## src/design/kmw_pkg.sv

```systemverilog
// shared types and constants for the kruskal spanning tree weight unit
package kmw_pkg;

	localparam int RANK_BITS = 4;
	localparam logic [RANK_BITS-1:0] RANK_MAX = 4'd15;
	localparam int SUM_BITS = 24;
	localparam int CNT_BITS = 8;
	localparam int CFG_BITS = 9;
	localparam logic [CFG_BITS-1:0] NODE_COUNT_RESET = 9'd256;

	typedef enum logic [7:0] {
		S_IDLE     = 8'b0000_0001,
		S_SORT     = 8'b0000_0010,
		S_SORT_END = 8'b0000_0100,
		S_INIT     = 8'b0000_1000,
		S_K_RD     = 8'b0001_0000,
		S_K_EDGE   = 8'b0010_0000,
		S_K_WAIT   = 8'b0100_0000,
		S_DONE     = 8'b1000_0000
	} kmw_state_t;

	typedef enum logic [4:0] {
		U_IDLE = 5'b00001,
		U_INIT = 5'b00010,
		U_FA   = 5'b00100,
		U_FB   = 5'b01000,
		U_RANK = 5'b10000
	} kmw_uf_state_t;

	typedef struct packed {
		logic init;
		logic query;
	} kmw_uf_cmd_t;

	typedef struct packed {
		logic done;
		logic joined;
	} kmw_uf_stat_t;

endpackage

```

## src/design/kmw_ram.sv

```systemverilog
// generic single write port ram with registered read
module kmw_ram #(
	parameter int WIDTH = 32,
	parameter int DEPTH = 1024,
	localparam int AW = (DEPTH > 1) ? $clog2(DEPTH) : 1
) (
	input  logic                  clk,
	input  logic                  we,
	input  logic [AW-1:0]         waddr,
	input  logic [WIDTH-1:0]      wdata,
	input  logic                  re,
	input  logic [AW-1:0]         raddr,
	output logic [WIDTH-1:0]      rdata
);
	logic [WIDTH-1:0] mem_q [DEPTH];
	logic [WIDTH-1:0] rdata_q;

	always_ff @(posedge clk) begin
		if (we) begin
			mem_q[waddr] <= wdata;
		end
		if (re) begin
			rdata_q <= mem_q[raddr];
		end
	end

	assign rdata = rdata_q;
endmodule

```

## src/design/kmw_uf.sv

```systemverilog
// union-find engine: parent and rank table in one ram, root walks and joins by rank
module kmw_uf #(
	parameter int MAX_NODES = 256,
	localparam int NB = $clog2(MAX_NODES)
) (
	input  logic                   clk,
	input  logic                   arst_n,
	input  kmw_pkg::kmw_uf_cmd_t   cmd,
	input  logic [NB:0]            node_total,
	input  logic [NB-1:0]          node_a,
	input  logic [NB-1:0]          node_b,
	output kmw_pkg::kmw_uf_stat_t  stat
);
	localparam int PW = kmw_pkg::RANK_BITS + NB;

	kmw_pkg::kmw_uf_state_t st_q;
	logic [NB-1:0] x_q, b_q, ru_q;
	logic [kmw_pkg::RANK_BITS-1:0] rku_q;
	logic [NB:0] i_q, n_q;
	logic done_q, joined_q;

	logic we, re;
	logic [NB-1:0] waddr, raddr;
	logic [PW-1:0] wdata, rdata;
	logic [NB-1:0] par;
	logic [kmw_pkg::RANK_BITS-1:0] rk;

	assign par = rdata[NB-1:0];
	assign rk = rdata[PW-1:NB];

	kmw_ram #(.WIDTH(PW), .DEPTH(MAX_NODES)) u_tbl (
		.clk(clk), .we(we), .waddr(waddr), .wdata(wdata),
		.re(re), .raddr(raddr), .rdata(rdata)
	);

	always_comb begin
		we = 1'b0;
		waddr = i_q[NB-1:0];
		wdata = {{kmw_pkg::RANK_BITS{1'b0}}, i_q[NB-1:0]};
		re = 1'b0;
		raddr = node_a;
		unique case (st_q)
			kmw_pkg::U_IDLE: begin
				re = cmd.query;
			end
			kmw_pkg::U_INIT: begin
				we = 1'b1;
			end
			kmw_pkg::U_FA: begin
				re = 1'b1;
				raddr = (par == x_q) ? b_q : par;
			end
			kmw_pkg::U_FB: begin
				if (par != x_q) begin
					re = 1'b1;
					raddr = par;
				end else if (par != ru_q) begin
					we = 1'b1;
					if (rku_q < rk) begin
						waddr = ru_q;
						wdata = {rku_q, par};
					end else begin
						waddr = par;
						wdata = {rk, ru_q};
					end
				end
			end
			kmw_pkg::U_RANK: begin
				we = 1'b1;
				waddr = ru_q;
				wdata = {(rku_q == kmw_pkg::RANK_MAX) ? rku_q : rku_q + 1'b1, ru_q};
			end
			default: ;
		endcase
	end

	always_ff @(posedge clk or negedge arst_n) begin
		if (!arst_n) begin
			st_q <= kmw_pkg::U_IDLE;
			done_q <= 1'b0;
			joined_q <= 1'b0;
			i_q <= '0;
			n_q <= '0;
		end else begin
			done_q <= 1'b0;
			unique case (st_q)
				kmw_pkg::U_IDLE: begin
					if (cmd.init) begin
						i_q <= '0;
						n_q <= node_total;
						if (node_total == '0) begin
							done_q <= 1'b1;
						end else begin
							st_q <= kmw_pkg::U_INIT;
						end
					end else if (cmd.query) begin
						st_q <= kmw_pkg::U_FA;
					end
				end
				kmw_pkg::U_INIT: begin
					i_q <= i_q + 1'b1;
					if (i_q + 1'b1 == n_q) begin
						done_q <= 1'b1;
						st_q <= kmw_pkg::U_IDLE;
					end
				end
				kmw_pkg::U_FA: begin
					if (par == x_q) begin
						st_q <= kmw_pkg::U_FB;
					end
				end
				kmw_pkg::U_FB: begin
					if (par == x_q) begin
						joined_q <= (par != ru_q);
						if (par != ru_q && rku_q == rk) begin
							st_q <= kmw_pkg::U_RANK;
						end else begin
							done_q <= 1'b1;
							st_q <= kmw_pkg::U_IDLE;
						end
					end
				end
				kmw_pkg::U_RANK: begin
					done_q <= 1'b1;
					st_q <= kmw_pkg::U_IDLE;
				end
				default: st_q <= kmw_pkg::U_IDLE;
			endcase
		end
	end

	// walk pointer and latched endpoints
	always_ff @(posedge clk) begin
		unique case (st_q)
			kmw_pkg::U_IDLE: begin
				x_q <= node_a;
				b_q <= node_b;
			end
			kmw_pkg::U_FA: begin
				if (par == x_q) begin
					ru_q <= x_q;
					rku_q <= rk;
					x_q <= b_q;
				end else begin
					x_q <= par;
				end
			end
			kmw_pkg::U_FB: begin
				if (par != x_q) begin
					x_q <= par;
				end
			end
			default: ;
		endcase
	end

	assign stat.done = done_q;
	assign stat.joined = joined_q;

	a_init_bound: assert property (@(posedge clk) disable iff (!arst_n)
		(st_q == kmw_pkg::U_INIT) |-> (i_q < n_q))
		else $error("init sweep ran past node count");
	a_rank_after_join: assert property (@(posedge clk) disable iff (!arst_n)
		(st_q == kmw_pkg::U_RANK) |=> (done_q && joined_q))
		else $error("rank bump without join report");
endmodule

```

## config.mk

```make
export PLATFORM = sky130hd
export DESIGN_NAME = kmw_uf
export DESIGN_NICKNAME = d
export VERILOG_FILES = /design/src/design/kmw_pkg.sv /design/src/design/kmw_ram.sv /design/src/design/kmw_uf.sv
export SDC_FILE = /design/constraint.sdc
export NUM_CORES = 2
export LEC_CHECK = 0
export BUFFER_PORTS_ARGS = -buffer_cell sky130_fd_sc_hd__buf_2
export CAP_MARGIN = 20
export CORE_MARGIN = 2
export CORE_UTILIZATION = 40
export CTS_CLUSTER_DIAMETER = 150
export DETAILED_ROUTE_END_ITERATION = 6
export SLEW_MARGIN = 10
export SYNTH_ARGS = -nofsm -noshare
export SYNTH_HDL_FRONTEND = slang
export SYNTH_SLANG_ARGS = --single-unit
```

## constraint.sdc

```tcl
create_clock -name clk -period 30.6 [get_ports clk]
set_input_delay 6.12 -clock clk [delete_from_list [all_inputs] [get_ports clk]]
set_output_delay 6.12 -clock clk [all_outputs]
set_load 0.02 [all_outputs]
```

==> summary.md <==
| Metric | Value |
|---|---|
| Remaining antenna violation count | 0 |
| Final Hold Vio Count | 0 |
| Minimum clock period | 11.44 ns |
| Row count | 204 |
| Total Routing Usage GR | 0.231 |
| Hold path depth | 0 |
| H-tree depth | 5 |
| Hold WC Path Type | flip-flop to flip-flop |
| IO Count | 31 |
| Fin cells | 11200 |
| Max-slew headroom | 0.111 |
| Sink Count | 3137 |
| # hold bufs at CTS | 0 |
| Inserted Clock Buffers | 320 |
| DRT Wirelength | 371000 um |
| P&R area growth vs syn | 12.9% |
| Placed Cells | 10600 |
| DRC Markers | 10 |
| Clk root buf | clkbuf_16 |
| Critical path endpoint category | flip-flop |
| # resized after CTS | 0 |
| TNS Setup | 0 ns |
| Cells after Synth | 6521 |
| Final Total Pwr | 0.0101 W |
| Total gr overflow | 0 |
| Mapped Area | 0.124 mm2 |
| Worst clock skew | 0.0721 ns |
| Met2 wire len | 166000 um |
| Worst-margin pin slew | 1.33 ns |
| Setup-failing EPs final | 0 |
| Setup CP Type | primary input to flip-flop |
| Worst reg2reg startpoint | u_tbl.rdata[4] |
| Die width | 560 um |
| CP dominant cell by count | buf_12 |
| Share of layout cells above drive strength 1 | 0.207 |
| Mean Syn Cell Area | 19.0 um2 |
| Fin crit share | 0.374 |
| RSZ-0062 raised after global routing | false |
| Placer's final routability congestion estimate | 0.923 |
| TritonRoute pass-1 iters | 7 |
| Net Count, Synth | 6556 |
| Vias in the first global route | 65200 |
| Number of enable flip-flop cells after synthesis | 3112 |
| Critical path's slowest cell | buf_4 |
| Initial DRC Count | 10800 |
| Area after DPL | 0.130 mm2 |
| CTS tree | yes |
| HP Start | x_q[5] |
| Initial Utilization | 0.401 |
| Startpoint Class | primary input |
| Largest net degree at the start of global routing | 190 |
| Endpoint, Worst Hold | ru_q[5] |
| Clk buf depth | 4 |
| Metal-1 WL | 144000 um |
| Leakage | 47.1 nW |
| Post-DP HPWL | 221000 um |
| Die area | 0.314 mm2 |
| R2R depth | 15 |
| First-pass GRT wire length | 515000 um |
| Post-synthesis sequential area ratio | 0.761 |
| Via count | 67900 |
| WP buf/inv | 6 |
| DR vias/cell | 6.06 |
| R2R Setup Slk | 23.18 ns |
| Post-CTS Setup Repair Bufs | 0 |
| WP data arrival | 12.07 ns |
| Number of antenna violations at the first check in global routing | 13 |
| Netlist cell types | 100 |
| Clock transition at path regs | 0.06 ns |
| Synth Warn # | 0 |
| Hold Slack | 0.485 ns |
| Worst skew pair latency | 0.92 ns |
| Design Area, Final | 0.140 mm2 |
| # Max-Cap Violations | 0 |
| Failing checks | DRC |
| Highest metal used | met5 |
| Core Area | 0.308 mm2 |
| Sequential Area | 0.0941 mm2 |
| Fin nets | 6878 |
| Max IR drop VDD | 0.0474 mV |
| Fmax | 87.4 MHz |
| Worst Path Max Fanout | 103 |
| Top delay family on crit path | buffers and inverters |
| CP max stage delay | 0.86 ns |
| Final Max Tran Viols | 0 |
| Power per cell area | 72.5 mW/mm2 |
| Met3 wire len | 42600 um |
| IO Port Bufs | 30 |
| Dominant synthesized flop cell | edfxtp_1 |
| Die Y-Extent | 560 um |
| Critical path, cell by cell | buf_2, and2_1, nor4_4, buf_12, buf_12, buf_4, buf_12, buf_4, mux4_2, mux2_2, o2111ai_1, a22oi_1, o221ai_1, a211oi_2 |
| R2r endpoint | u_tbl.rdata[1] |
| CP required | 31.24 ns |
| Layout fillers | 26100 |
| Wire length per cell | 33.1 um |
| Multi-input logic area | 0.0273 mm2 |
| Outcome | finished, violations left |
| Synth async-reset ratio | 0.00797 |
| Register bit total from synthesis | 3137 |
[logic make-up after synthesis]
group | share of synthesized area
AND/OR/NAND/NOR | 0.0553
multiplexers | 0.122
adder cells (fa/ha/maj) | 0.000607
XOR/XNOR | 0.00233
buffers and inverters | 0.0225
AO/OA/AOI/OAI | 0.0369
flip-flops | 0.761
[cell usage after synthesis (27+ instances only)]
cell type / instances / area share
mux4_1: 84 / 0.018
a31oi_1: 50 / 0.0025
o22ai_1: 105 / 0.0053
mux4_2: 477 / 0.087
edfxtp_1: 3112 / 0.76
buf_6: 45 / 0.0041
buf_12: 29 / 0.0047
nor3_1: 45 / 0.0018
nand2_1: 754 / 0.023
buf_1: 29 / 0.00088
clkbuf_1: 115 / 0.0035
mux2i_1: 184 / 0.015
a32o_1: 59 / 0.0048
nor4_1: 36 / 0.0018
o2111ai_1: 47 / 0.0033
buf_4: 44 / 0.0027
nand4_1: 27 / 0.0014
o21ai_0: 40 / 0.0016
nand3_1: 225 / 0.0091
a21oi_1: 58 / 0.0023
a32oi_1: 41 / 0.0029
nor2_1: 385 / 0.012
buf_2: 109 / 0.0044
[state kept, by name, summed over array words and instances, names as in the netlist]
name / cells
u_tbl.mem_q: 3072
u_tbl.rdata: 12
i_q: 9
n_q: 9
b_q: 8
ru_q: 8
x_q: 8
st_q: 5
rku_q: 4
done_q: 1
joined_q: 1
[metrics by stage]
| step | util | setup slack (ns) |
|---|---|---|
| 6_report | 0.453 | 19.16 |
| 5_1_grt | 0.453 | 18.66 |
| 4_1_cts | 0.452 | 18.88 |
| 3_5_place_dp | 0.420 | 17.95 |
| 3_3_place_gp | 0.420 | 18.04 |
| 2_1_floorplan | - | 20.62 |
[layer usage]
layer | track usage | up-vias
met1 | 0.322 | 35800
met2 | 0.347 | 4228
met5 | 0.000762 | -
met4 | 0.0966 | 6
li1 | - | 27200
met3 | 0.0556 | 698
[final cells by class]
cell class	count	share of cell area
well taps	4120	0.0369
clock inverters	163	0.0103
flip-flops and latches	3137	0.674
repair buffers	384	0.0216
inverters	26	0.00113
multi-input cells	2974	0.195
diodes	6	0.000108
clock buffers	403	0.0607
[power by group]
part	leakage [nW]	internal (W)	switching [W]
Combinational	10.8	0.000467	0.00107
Clock	4.80	0.00213	0.00163
Sequential	31.5	0.00477	0.0000489
Total	47.1	0.00737	0.00276
[worst register-to-register path: cells and delay by family, from the launching register on]
kind                   cells  cell delay, ns
buffers and inverters      5            3.47
AO/OA/AOI/OAI              5            1.00
multiplexers               2            0.97
AND/OR/NAND/NOR            2            0.70
flip-flops                 1            0.67
XOR/XNOR                   1            0.36
[cells in the final DEF (no fill, tap or decap), types with 20 or more instances in the layout]
| master | instances |
|---|---|
| nor2_1 | 324 |
| o22ai_1 | 102 |
| clkbuf_1 | 74 |
| a32oi_1 | 41 |
| a31oi_1 | 50 |
| a21oi_1 | 58 |
| mux2_2 | 21 |
| mux4_2 | 477 |
| nor3_1 | 40 |
| clkinv_1 | 64 |
| o21ai_0 | 39 |
| clkbuf_16 | 325 |
| a222oi_1 | 20 |
| dfrtp_1 | 24 |
| nand3_1 | 209 |
| buf_2 | 33 |
| o2111ai_1 | 47 |
| edfxtp_1 | 3112 |
| a211oi_1 | 21 |
| mux2i_1 | 184 |
| nor4_1 | 35 |
| a22oi_1 | 24 |
| nand4_1 | 27 |
| a32o_1 | 59 |
| buf_4 | 330 |
| mux4_1 | 84 |
| bufinv_16 | 20 |
| clkinv_2 | 48 |
| nor2_2 | 56 |
| nand2_1 | 748 |
[how the worst max path moves through the flow]
stage / end / startpoint / cells past startpoint
after detailed placement: u_tbl.rdata[1] / node_a[0] / 14
after floorplan: u_tbl.mem_q[0][11] / st_q[4] / 5
after global routing: u_tbl.rdata[1] / node_a[0] / 14
after global placement: u_tbl.rdata[1] / node_a[0] / 14
after CTS: u_tbl.rdata[1] / node_a[0] / 14
final: u_tbl.rdata[1] / node_a[0] / 14
Note: power is estimated with default switching activity, not from simulation.
